[src/sv/ncs_pkg.sv]
// package for the nearest palette color search: constants, types and state codes
`timescale 1ns / 1ps
package ncs_pkg;

  localparam int PaletteDepth = 256;
  localparam int IdxW         = $clog2(PaletteDepth);
  localparam int CntW         = $clog2(PaletteDepth + 1);
  localparam int CfgW         = 9;
  localparam int CompW        = 8;
  localparam int EntryW       = 3 * CompW;
  localparam int DistW        = 18;
  localparam int SlotW        = 8;

  localparam logic [CfgW-1:0] CountReset = CfgW'(256);

  localparam logic ActWrite = 1'b0;
  localparam logic ActQuery = 1'b1;

  typedef enum logic [1:0] {
    ScanIdle,
    ScanRun,
    ScanDrain,
    ScanHold
  } scan_state_e;

  // tag that travels with each palette read through the pipe
  typedef struct packed {
    logic            vld;
    logic [IdxW-1:0] idx;
    logic            last;
  } ncs_tag_t;

  typedef struct packed {
    logic            en;
    logic [IdxW-1:0] addr;
  } ncs_rd_req_t;

  typedef struct packed {
    logic            vld;
    logic [IdxW-1:0] idx;
  } ncs_res_t;

endpackage

[src/sv/ncs_dist.sv]
// squared euclidean distance stage between a palette entry and the target
`timescale 1ns / 1ps
module ncs_dist (
  input  logic                       clk_i,
  input  logic                       rst_ni,
  input  ncs_pkg::ncs_tag_t          tag_i,
  input  logic [ncs_pkg::EntryW-1:0] entry_i,
  input  logic [ncs_pkg::EntryW-1:0] target_i,
  output ncs_pkg::ncs_tag_t          tag_o,
  output logic [ncs_pkg::DistW-1:0]  dist_o
);
  import ncs_pkg::*;

  logic [CompW-1:0]   d_r, d_g, d_b;
  logic [2*CompW-1:0] sq_r, sq_g, sq_b;
  logic [DistW-1:0]   dist_d, dist_q;
  ncs_tag_t           tag_q;

  function automatic logic [CompW-1:0] abs_diff(logic [CompW-1:0] a, logic [CompW-1:0] b);
    return (a >= b) ? (a - b) : (b - a);
  endfunction

  always_comb begin
    d_r    = abs_diff(entry_i[3*CompW-1:2*CompW], target_i[3*CompW-1:2*CompW]);
    d_g    = abs_diff(entry_i[2*CompW-1:CompW], target_i[2*CompW-1:CompW]);
    d_b    = abs_diff(entry_i[CompW-1:0], target_i[CompW-1:0]);
    sq_r   = (2*CompW)'(d_r) * (2*CompW)'(d_r);
    sq_g   = (2*CompW)'(d_g) * (2*CompW)'(d_g);
    sq_b   = (2*CompW)'(d_b) * (2*CompW)'(d_b);
    dist_d = DistW'(sq_r) + DistW'(sq_g) + DistW'(sq_b);
  end

  always_ff @(posedge clk_i or negedge rst_ni) begin
    if (!rst_ni) begin
      tag_q <= '0;
    end else begin
      tag_q <= tag_i;
    end
  end

  always_ff @(posedge clk_i) begin
    dist_q <= dist_d;
  end

  assign tag_o  = tag_q;
  assign dist_o = dist_q;

endmodule

[src/sv/ncs_scan.sv]
// scan sequencer: walks the palette memory and keeps the nearest entry so far
`timescale 1ns / 1ps
module ncs_scan (
  input  logic                       clk_i,
  input  logic                       rst_ni,
  input  logic                       start_i,
  input  logic [ncs_pkg::EntryW-1:0] target_i,
  input  logic [ncs_pkg::CntW-1:0]   count_i,
  output ncs_pkg::ncs_rd_req_t       rd_req_o,
  input  logic [ncs_pkg::EntryW-1:0] rd_data_i,
  output ncs_pkg::ncs_res_t          res_o,
  input  logic                       res_rdy_i,
  output logic                       busy_o
);
  import ncs_pkg::*;

  scan_state_e       state_q, state_d;
  logic [IdxW-1:0]   addr_q, addr_d;
  logic [IdxW-1:0]   last_q, last_d;
  logic [EntryW-1:0] target_q;
  ncs_tag_t          rd_tag_q, rd_tag_d;
  ncs_tag_t          dist_tag;
  logic [DistW-1:0]  sq_sum;
  logic [IdxW-1:0]   best_idx_q, best_idx_d;
  logic [DistW-1:0]  min_sq_q, min_sq_d;
  logic              have_q, have_d;
  logic [IdxW-1:0]   count_m1;

  // a full palette count wraps to the top index
  assign count_m1 = count_i[IdxW-1:0] - IdxW'(1);

  ncs_dist u_dist (
    .clk_i    (clk_i),
    .rst_ni   (rst_ni),
    .tag_i    (rd_tag_q),
    .entry_i  (rd_data_i),
    .target_i (target_q),
    .tag_o    (dist_tag),
    .dist_o   (sq_sum)
  );

  always_comb begin
    state_d    = state_q;
    addr_d     = addr_q;
    last_d     = last_q;
    rd_tag_d   = '0;
    rd_req_o   = '0;
    res_o      = '0;
    best_idx_d = best_idx_q;
    min_sq_d   = min_sq_q;
    have_d     = have_q;

    // compare stage, first entry always wins, ties keep the lower index
    if (dist_tag.vld && (!have_q || (sq_sum < min_sq_q))) begin
      best_idx_d = dist_tag.idx;
      min_sq_d   = sq_sum;
      have_d     = 1'b1;
    end

    unique case (state_q)
      ScanIdle: begin
        if (start_i) begin
          addr_d     = '0;
          last_d     = count_m1;
          have_d     = 1'b0;
          best_idx_d = '0;
          // empty palette reports index zero straight away
          state_d    = (count_i == '0) ? ScanHold : ScanRun;
        end
      end
      ScanRun: begin
        rd_req_o.en   = 1'b1;
        rd_req_o.addr = addr_q;
        rd_tag_d.vld  = 1'b1;
        rd_tag_d.idx  = addr_q;
        rd_tag_d.last = (addr_q == last_q);
        if (addr_q == last_q) begin
          state_d = ScanDrain;
        end else begin
          addr_d = addr_q + IdxW'(1);
        end
      end
      ScanDrain: begin
        if (dist_tag.vld && dist_tag.last) begin
          state_d = ScanHold;
        end
      end
      ScanHold: begin
        res_o.vld = 1'b1;
        res_o.idx = best_idx_q;
        if (res_rdy_i) begin
          state_d = ScanIdle;
        end
      end
      default: state_d = ScanIdle;
    endcase
  end

  always_ff @(posedge clk_i or negedge rst_ni) begin
    if (!rst_ni) begin
      state_q  <= ScanIdle;
      rd_tag_q <= '0;
      have_q   <= 1'b0;
    end else begin
      state_q  <= state_d;
      rd_tag_q <= rd_tag_d;
      have_q   <= have_d;
    end
  end

  always_ff @(posedge clk_i) begin
    addr_q     <= addr_d;
    last_q     <= last_d;
    best_idx_q <= best_idx_d;
    min_sq_q   <= min_sq_d;
    if (start_i && (state_q == ScanIdle)) begin
      target_q <= target_i;
    end
  end

  assign busy_o = (state_q != ScanIdle);

endmodule
[config.mk]
export PLATFORM = sky130hd
export DESIGN_NAME = ncs_scan
export DESIGN_NICKNAME = d
export VERILOG_FILES = /design/src/sv/ncs_pkg.sv /design/src/sv/ncs_dist.sv /design/src/sv/ncs_scan.sv
export SDC_FILE = /design/constraint.sdc
export NUM_CORES = 1
export LEC_CHECK = 0
export BUFFER_PORTS_ARGS = -buffer_cell sky130_fd_sc_hd__buf_2
export CAP_MARGIN = 5
export CORE_ASPECT_RATIO = 1.75
export CORE_MARGIN = 3
export CORE_UTILIZATION = 35
export CTS_CLUSTER_SIZE = 10
export DETAILED_ROUTE_END_ITERATION = 6
export MAX_ROUTING_LAYER = met4
export PLACE_DENSITY = 0.48
export RECOVER_POWER = 50
export SKIP_LAST_GASP = 1
export SYNTH_ARGS = -nofsm -noshare
export SYNTH_HDL_FRONTEND = slang
export SYNTH_HIERARCHICAL = 1
export SYNTH_SLANG_ARGS = --single-unit
[constraint.sdc]
create_clock -name clk_i -period 10.3 [get_ports clk_i]
set_input_delay 0 -clock clk_i [delete_from_list [all_inputs] [get_ports clk_i]]
set_output_delay 0 -clock clk_i [all_outputs]
set_load 0.01 [all_outputs]
==> impl_metrics.yaml, run 1 <==
run_status:
  status: "finished, final reports clean"
worst_hold_path:
  min_path_cells: 4
  hold_start: "count_i[8]"
  holdPathEnd: "state_q[1]$_DFFE_PN0P_"
  hp-class: "input pin to flip-flop"
synth:
  synthDistinctLibCells: 69
  synth-seq-cells: 107
  synth_area_leaders: "fa_1 (24%), ha_1 (16%), edfxtp_1 (15%), inv_1 (9.3%), dfrtp_1 (5.0%)"
  synth_area_per_cell_um2: 10.1
  synth_edf_count: 58
  yosysWarnings: 6
  synth_seq_area_share_pct: 24.6
  synth_top_area_share_pct: 24.2
  syn-num-nets: 1491
  synthMostInstantiatedCell: "inv_1"
  async_flop_share_pct: 21.5
  yosys.area.top_type: "fa_1"
  synthFlopType: "edfxtp_1"
  postSynthCellCount: 1143
  ys_top_cells_by_count: "inv_1 (284), ha_1 (148), fa_1 (139)"
  syn_area_um2: 11500
timing:
  clock_skew_ns: 0.0113
  fin_setup_tns_ns: 0
  period_minus_slack_ns: 8.93
  relSlewSlack_pct: 14.0
  slew_viol_final: 0
  final-setup-viol-count: 0
  hold_viol_final: 0
  rsz0062_at_grt: "no"
  max_freq_mhz: 112
  period_share_pct: 86.7
  worst_pin_slew_ns: 1.29
  worst_slack_ns: 1.37
  whs_ns: 0.0871
clocking:
  cts_htree_levels: 3
  cts_tree: "done"
  cts-root-buf: "clkbuf_16"
  cts_buffers: 9
  clock-sinks: 107
  cts.clk_slew.worst_paths_ns: 0.08
  clk_latency_ns: 0.37
  clk_path_buf_depth: 2
global_routing:
  grt_max_degree: 35
  grt-ovfl-total: 0
  grt_pass1_vias: 8628
  grt_pass1_wl_um: 42300
  antenna_found_initial: 0
  track_usage_pct: 16.0
setup_path:
  r2r_slack_ns: 1.37
  slowest_stage: "xnor2_1"
  end_kind: "flip-flop"
  cp_common_cell: "fa_1"
  reg2reg_to: "u_dist/dist_o[17]$_DFF_P_"
  crit_type: "flip-flop to flip-flop"
  crit_fanout: 12
  critical-path-max-stage-delay_ns: 0.89
  reg2regPathDepth: 29
  worstPathArrival_ns: 9.19
  reg2reg_from: "target_q[16]$_DFFE_PP_"
  worstPathRequired_ns: 10.56
  startpoint_type: "flip-flop"
route:
  vias: 7731
  avgViaCountPerCell: 4.69
  drt_first_iter_violations: 278
  wirelength_um: 25300
  wl_per_cell_um: 15.4
  drc: 0
  dr.pass1.iters: 5
  postRouteAntennaNets: 0
placed_design:
  io_buffers: 79
  preCtsSetupSlack_ns: 1.34
  hpwl_um: 21300
  gp_congestion: 0.803
  place_inst: 1600
die:
  coreArea_um2: 32300
  die_height_um: 246
  initial_core_util_pct: 35.6
  dieArea_um2: 35200
  die_width_um: 143
  rows: 87
  ios: 80
finish:
  diodes: 0
  layout-drive-gt1-share_pct: 9.93
  nFillCells: 3225
  fin_nets: 1592
  syn_to_final_growth_pct: 12.1
  layout.cells.non_filler: 1649
flow_run:
  drv_cap: 0
## cells by family after synthesis
| kind of cell | synth area share (%) |
|---|---|
| simple gates | 8.94 |
| xor+xnor | 4.47 |
| buf+inv | 10.7 |
| fa+ha+maj | 40.3 |
| mux | 1.58 |
| flops | 24.6 |
| compound gates | 9.41 |
## layout by cell type, fill, tap and decap left out, types with 6 or more instances in the layout
cell / netlist / layout
dlygate4sd3_1: 0 / 33
nand2b_1: 14 / 14
fa_1: 139 / 139
ha_1: 148 / 148
mux2i_1: 17 / 17
a21oi_1: 53 / 53
buf_2: 8 / 73
xor2_1: 21 / 21
dfrtp_1: 23 / 23
dfxtp_1: 26 / 26
nand3_1: 9 / 9
nand4_1: 7 / 7
xnor2_1: 29 / 29
inv_1: 284 / 284
o21ai_0: 20 / 20
nor3_1: 9 / 9
buf_4: 9 / 7
a21o_1: 24 / 24
or2_2: 10 / 10
and3_1: 6 / 6
and2_0: 0 / 16
clkbuf_16: 0 / 9
clkbuf_1: 10 / 8
nand2_1: 34 / 34
edfxtp_1: 58 / 58
o21bai_1: 6 / 6
a32o_1: 8 / 8
nor2_1: 80 / 80
## stage by stage
stage / instance area, um2 / util [%]
2_1_floorplan: 11500 / -
3_3_place_gp: 12300 / 38.0
3_5_place_dp: 12300 / 38.0
4_1_cts: 12900 / 39.9
5_1_grt: 12900 / 39.9
6_report: 12900 / 39.9
## routing by layer
metal / vias up / part of all wire, % / global-route usage, %
met5: - / 0 / -
met4: 0 / 2.0 / 4.62
met3: 25 / 1.9 / 1.75
met2: 90 / 60 / 31.8
met1: 3823 / 37 / 15.9
li1: 3793 / - / -
## critical path, delay by kind of cell, from the launching register on
family                   cells  cell delay, ns
adder cells (fa/ha/maj)     10            4.55
AO/OA/AOI/OAI                8            1.97
XOR/XNOR                     1            0.89
AND/OR/NAND/NOR              4            0.64
buffers and inverters        5            0.25
multiplexers                 1            0.11
flip-flops                   1            0.38
## repair_timing
action | CTS | global route
resized for setup | 0 | 0
hold endpoints to repair | 54 | 0
buffers inserted | 0 | 0
hold buffers | 33 | 0
## cell type report
cell class | instances | area [um2] | area share [%]
Clock inverter | 4 | 33.8 | 0.262
Sequential cell | 107 | 2840 | 22.0
Timing Repair Buffer | 119 | 771 | 5.97
Inverter | 285 | 1070 | 8.29
Multi-Input combinational cell | 722 | 7440 | 57.7
Clock buffer | 12 | 246 | 1.91
Tap cell | 400 | 500 | 3.88
## sequential cells by signal (all words and copies together), names as in the netlist
register,cells
u_dist/dist_o,18
have_q,1
state_q,2
min_sq_q,18
rd_tag_q,10
addr_q,8
target_q,24
last_q,8
u_dist/tag_o,10
best_idx_q,8
## worst max path at each step
stage	from	endpoint	slack (ns)	cells after the start
finish	target_q[16]$_DFFE_PP_	u_dist/dist_o[17]$_DFF_P_	1.37	29
global route	target_q[16]$_DFFE_PP_	u_dist/dist_o[17]$_DFF_P_	0.65	29
CTS	target_q[16]$_DFFE_PP_	u_dist/dist_o[17]$_DFF_P_	1.29	29
detailed placement	target_q[16]$_DFFE_PP_	u_dist/dist_o[17]$_DFF_P_	1.34	29
global placement	target_q[16]$_DFFE_PP_	u_dist/dist_o[17]$_DFF_P_	1.43	29
floorplan	target_q[1]$_DFFE_PP_	u_dist/dist_o[14]$_DFF_P_	2.40	27
Power of run 1 is left out: the tool's default activity adds up to more than one toggle a clock period on the data nets, which glitch-free logic cannot reach.
==> run 2, diff against run 1 <==
--- a/config.mk
+++ b/config.mk
@@ -13,7 +13,7 @@
 export CTS_CLUSTER_SIZE = 10
 export DETAILED_ROUTE_END_ITERATION = 6
 export MAX_ROUTING_LAYER = met4
-export PLACE_DENSITY = 0.48
+export PLACE_DENSITY = 0.5
 export RECOVER_POWER = 50
 export SKIP_LAST_GASP = 1
 export SYNTH_ARGS = -nofsm -noshare
==> constraint.sdc (replaced) <==
create_clock -name clk_i -period 8.2 [get_ports clk_i]
set_input_delay 0 -clock clk_i [delete_from_list [all_inputs] [get_ports clk_i]]
set_output_delay 0 -clock clk_i [all_outputs]
set_load 0.01 [all_outputs]
==> run 2 against run 1 <==
Flip-flop and latch count did not move. Setup slack got worse by 1.0 ns. Final cell count rose by 3.0%. Via count rose by 3.2%. Clock skew barely moved. Non-clock buffer count rose by 49. Critical path type unchanged.
==> impl_metrics.yaml, run 2 (same netlist as run 1, synthesis figures left out) <==
finish:
  diodes: 0
  fin_util_pct: 41.7
  final_common_cell: "inv_1"
  fin_nets: 1642
  largest_register: "target_q"
  syn_to_final_growth_pct: 17.1
  layout-drive-gt1-share_pct: 15.7
  largest_reg_flops: 24
  mostFrequentLayoutCells: "inv_1 (282), ha_1 (144), fa_1 (138), nor2_1 (80), buf_2 (69)"
route:
  wirelength_um: 25200
  wl_per_cell_um: 14.8
  drt_first_iter_violations: 337
  dr.pass1.iters: 4
  avgViaCountPerCell: 4.70
  vias: 7979
  postRouteAntennaNets: 0
  drc: 0
setup_path:
  crit_buf_inv: 5
  end_kind: "flip-flop"
  crit_fanout: 5
  critical-path-max-stage-delay_ns: 0.55
  cp_common_cell: "fa_1"
  cp_top_family: "adder cells"
  worstPathRequired_ns: 8.48
  slowest_stage: "fa_1"
  startpoint_type: "flip-flop"
  worstPathArrival_ns: 8.15
  crit_type: "flip-flop to flip-flop"
global_routing:
  grt_pass1_vias: 8803
  antenna_found_initial: 0
  track_usage_pct: 15.7
  grt_max_degree: 33
  grt_pass1_wl_um: 42000
  grt-ovfl-total: 0
clocking:
  clk_path_buf_depth: 2
  cts_buffers: 9
  cts_tree: "done"
  cts_htree_levels: 3
  cts-root-buf: "clkbuf_16"
  clock-sinks: 107
  clk_latency_ns: 0.37
  cts.clk_slew.worst_paths_ns: 0.09
die:
  coreArea_um2: 32300
  rows: 87
  die_width_um: 143
  die_height_um: 246
  ios: 80
  dieArea_um2: 35200
  initial_core_util_pct: 35.6
timing:
  period_share_pct: 96.0
  max_freq_mhz: 127
  worst_pin_slew_ns: 1.26
  slew_viol_final: 0
  clock_skew_ns: 0.0113
  fin_setup_tns_ns: 0
  final-setup-viol-count: 0
  worst_slack_ns: 0.329
  whs_ns: 0.0919
  period_minus_slack_ns: 7.87
  hold_viol_final: 0
  relSlewSlack_pct: 16.1
placed_design:
  preCtsSetupSlack_ns: 0.0834
  gp_congestion: 0.852
  hpwl_um: 20800
  io_buffers: 79
run_status:
  status: "finished, final reports clean"
flow_run:
  drv_cap: 0
worst_hold_path:
  hp-class: "input pin to flip-flop"
run 2: cell types whose count changed in the layout (fill, tap and decap cells not counted), sizes merged:
cell and change:
buf +44, clkbuf +2, clkinv +1, or3 +1, inv +2
run 2: through the flow:
stage               std cells  area, um2
finish                   1699      13500
global route             1699      13500
CTS                      1680      13200
detailed placement       1631      12500
global placement         1631      12500
floorplan                1143      11500
run 2: final timing paths:
check | startpoint | to | slack, ns | cells past startpoint
setup / recovery | target_q[16]$_DFFE_PP_ | u_dist/dist_o[17]$_DFF_P_ | 0.33 | 27
hold / removal | count_i[8] | state_q[1]$_DFFE_PN0P_ | 0.09 | 4
setup reg to reg | target_q[16]$_DFFE_PP_ | u_dist/dist_o[17]$_DFF_P_ | 0.33 | 27
hold reg to reg | rd_tag_q[6]$_DFF_PN0_ | u_dist/tag_o[6]$_DFF_PN0_ | 0.35 | 0
max in group asynchronous | rst_ni | have_q$_DFF_PN0_ | 7.03 | 2
min in group asynchronous | rst_ni | rd_tag_q[0]$_DFF_PN0_ | 0.42 | 2
run 2: metal layers:
| metal | global-route usage, % | vias to the layer above | wire [um] |
|---|---|---|---|
| met2 | 30.4 | 113 | 14700 |
| li1 | - | 3905 | - |
| met5 | - | - | 0 |
| met4 | 4.73 | 0 | 591 |
| met1 | 16.3 | 3929 | 9330 |
| met3 | 1.54 | 32 | 568 |
run 2: worst register-to-register path, stage by stage, from the launching register on:
cell and delay (ns):
edfxtp_1 0.40, ha_1 0.22, inv_1 0.07, fa_2 0.21
a21o_1 0.13, a21oi_2 0.07, a311o_1 0.43, buf_4 0.16
and3b_1 0.17, o21ba_2 0.23, or3_4 0.43, a21o_1 0.22
fa_1 0.53, fa_1 0.45, fa_1 0.51, fa_1 0.51
inv_1 0.05, fa_1 0.53, fa_1 0.55, inv_1 0.05
fa_1 0.53, inv_1 0.06, ha_4 0.24, a21boi_2 0.16
o41a_1 0.46, nand2_2 0.11, a21oi_2 0.07, o311ai_1 0.22
run 2: layout make-up:
type | instances | area [um2]
fillers | 3127 | 18800
flip-flops and latches | 107 | 2840
multi-input cells | 723 | 7650
inverters | 285 | 1070
repair buffers | 168 | 1140
clock inverters | 7 | 67.6
clock buffers | 9 | 225
well taps | 400 | 500
run 2: timing repair:
action,CTS,global route
gates resized for setup,0,45
endpoints found under the hold margin,54,0
hold buffers,33,0
buffers inserted,0,18
setup endpoints to repair,0,8
Power of run 2 is left out for the same reason.
==> run 3, diff against run 2 <==
--- a/config.mk
+++ b/config.mk
@@ -9,11 +9,12 @@
 export CAP_MARGIN = 5
 export CORE_ASPECT_RATIO = 1.75
 export CORE_MARGIN = 3
-export CORE_UTILIZATION = 35
+export CORE_UTILIZATION = 31
 export CTS_CLUSTER_SIZE = 10
 export DETAILED_ROUTE_END_ITERATION = 6
+export GPL_ROUTABILITY_DRIVEN = 0
 export MAX_ROUTING_LAYER = met4
-export PLACE_DENSITY = 0.5
+export PLACE_DENSITY = 0.45
 export RECOVER_POWER = 50
 export SKIP_LAST_GASP = 1
 export SYNTH_ARGS = -nofsm -noshare
==> run 3 against run 2 <==
Highest routed layer unchanged. Largest cell class unchanged. First-iteration DRC count decreased by 42%. Clock skew increased by 0.0049 ns. Sequential share of layout area decreased by 0.25 points. Critical path type unchanged. Hold slack improved by 0.0044 ns.
==> impl_metrics.yaml, run 3 (same netlist as run 1, synthesis figures left out) <==
run_status:
  status: "finished, final reports clean"
route:
  vias: 7808
  dr.pass1.iters: 6
  postRouteAntennaNets: 0
  drc: 0
  wirelength_um: 26000
  avgViaCountPerCell: 4.41
  wl_per_cell_um: 14.7
  drt_first_iter_violations: 196
placed_design:
  place_inst: 1704
  io_buffers: 79
  hpwl_um: 22200
  post_dp_cell_area_um2: 12600
finish:
  final_common_cell: "inv_1"
  nFillCells: 3761
  syn_to_final_growth_pct: 18.6
  mostFrequentLayoutCells: "inv_1 (281), ha_1 (144), fa_1 (134), nor2_1 (79), buf_2 (74)"
  diodes: 0
  layout.cells.non_filler: 1770
  largest_register: "target_q"
  fin_nets: 1643
  largest_reg_flops: 24
  layout-drive-gt1-share_pct: 16.8
  design_area_um2: 13600
timing:
  clock_skew_ns: 0.0162
  worst_pin_slew_ns: 1.29
  slew_viol_final: 0
  max_freq_mhz: 127
  final-setup-viol-count: 0
  hold_viol_final: 0
  period_share_pct: 96.4
  relSlewSlack_pct: 13.7
  period_minus_slack_ns: 7.90
setup_path:
  reg2regPathDepth: 29
  crit_type: "flip-flop to flip-flop"
  reg2reg_to: "u_dist/dist_o[17]$_DFF_P_"
  crit_fanout: 8
  reg2reg_from: "target_q[18]$_DFFE_PP_"
  worstPathArrival_ns: 8.18
  critical-path-max-stage-delay_ns: 0.55
  end_kind: "flip-flop"
  cp_common_cell: "fa_1"
  r2r_slack_ns: 0.30
  startpoint_type: "flip-flop"
  slowest_stage: "fa_1"
  cp-endpoint: "u_dist/dist_o[17]$_DFF_P_"
  crit_start: "target_q[18]$_DFFE_PP_"
  worstPathRequired_ns: 8.47
clocking:
  cts.clk_slew.worst_paths_ns: 0.08
  clk_latency_ns: 0.37
  cts_tree: "done"
  clock-sinks: 107
  cts_htree_levels: 3
  cts-root-buf: "clkbuf_16"
  cts_buffers: 9
  clk_path_buf_depth: 2
global_routing:
  track_usage_pct: 14.5
  antenna_found_initial: 0
  grt-ovfl-total: 0
  grt_max_degree: 33
  grt_pass1_wl_um: 43000
  grt_pass1_vias: 8470
flow_run:
  drv_cap: 0
die:
  coreArea_um2: 36400
  dieArea_um2: 39600
  rows: 92
  ios: 80
  die_width_um: 152
  initial_core_util_pct: 31.6
  die_height_um: 261
worst_hold_path:
  hp-class: "input pin to flip-flop"
==> run 3: changes by cell type in the layout (fill, tap and decap cells not counted), sizes merged <==
cell / previous run / this run
clkinv: 4 / 5
inv: 288 / 285
or3: 3 / 2
buf: 124 / 132
clkbuf: 20 / 15
bufinv: 0 / 1
==> run 3: critical path, delay by kind of cell, from the launching register on <==
family,cells,cell delay [ns]
buf+inv,7,0.61
simple gates,3,0.64
flops,1,0.37
compound gates,10,2.03
fa+ha+maj,9,4.14
==> run 3: layout make-up <==
cell class	count	area [um2]	share of cell area, %
multi-input cells	722	7680	56.3
flip-flops and latches	107	2840	20.8
well taps	470	588	4.31
inverters	285	1070	7.84
repair buffers	170	1160	8.52
clock buffers	10	229	1.68
clock inverters	6	76.3	0.559
==> run 3: per-stage QoR <==
step	hold slack, ns	TNS [ns]	setup WS [ns]	util (%)
2_1_floorplan	-0.296	0	0.297	-
3_3_place_gp	0.0108	0	0.0241	34.8
3_5_place_dp	0.0202	-0.170	-0.128	34.8
4_1_cts	0.0789	-0.0265	-0.0265	36.6
5_1_grt	0.127	-0.0431	-0.0431	37.5
6_report	0.0963	0	0.297	37.5
==> run 3: timing repair <==
item	CTS	global route
setup buffers	0	17
endpoints found under the setup margin	4	7
pin swaps	1	17
gates resized for setup	6	48
hold buffers	33	0
endpoints found under the hold margin	54	0
==> run 3: metal layers <==
metal / track usage [%] / part of all wire [%]
met1: 15.2 / 37
met2: 28.2 / 59
met3: 1.54 / 1.4
met4: 4.20 / 1.9
met5: - / 0
==> run 3: worst min-delay path by stage <==
stage / depth (start not counted) / endpoint / slack, ns / start
after floorplan: 0 / have_q$_DFF_PN0_ / -0.30 / rst_ni
after global placement: 1 / u_dist/tag_o[2]$_DFF_PN0_ / 0.01 / rst_ni
after detailed placement: 1 / have_q$_DFF_PN0_ / 0.02 / rst_ni
after CTS: 4 / last_q[3]$_DFFE_PP_ / 0.08 / count_i[1]
after global routing: 4 / last_q[1]$_DFFE_PP_ / 0.13 / count_i[1]
final: 4 / last_q[3]$_DFFE_PP_ / 0.1 / count_i[1]
Power of run 3 is left out for the same reason.
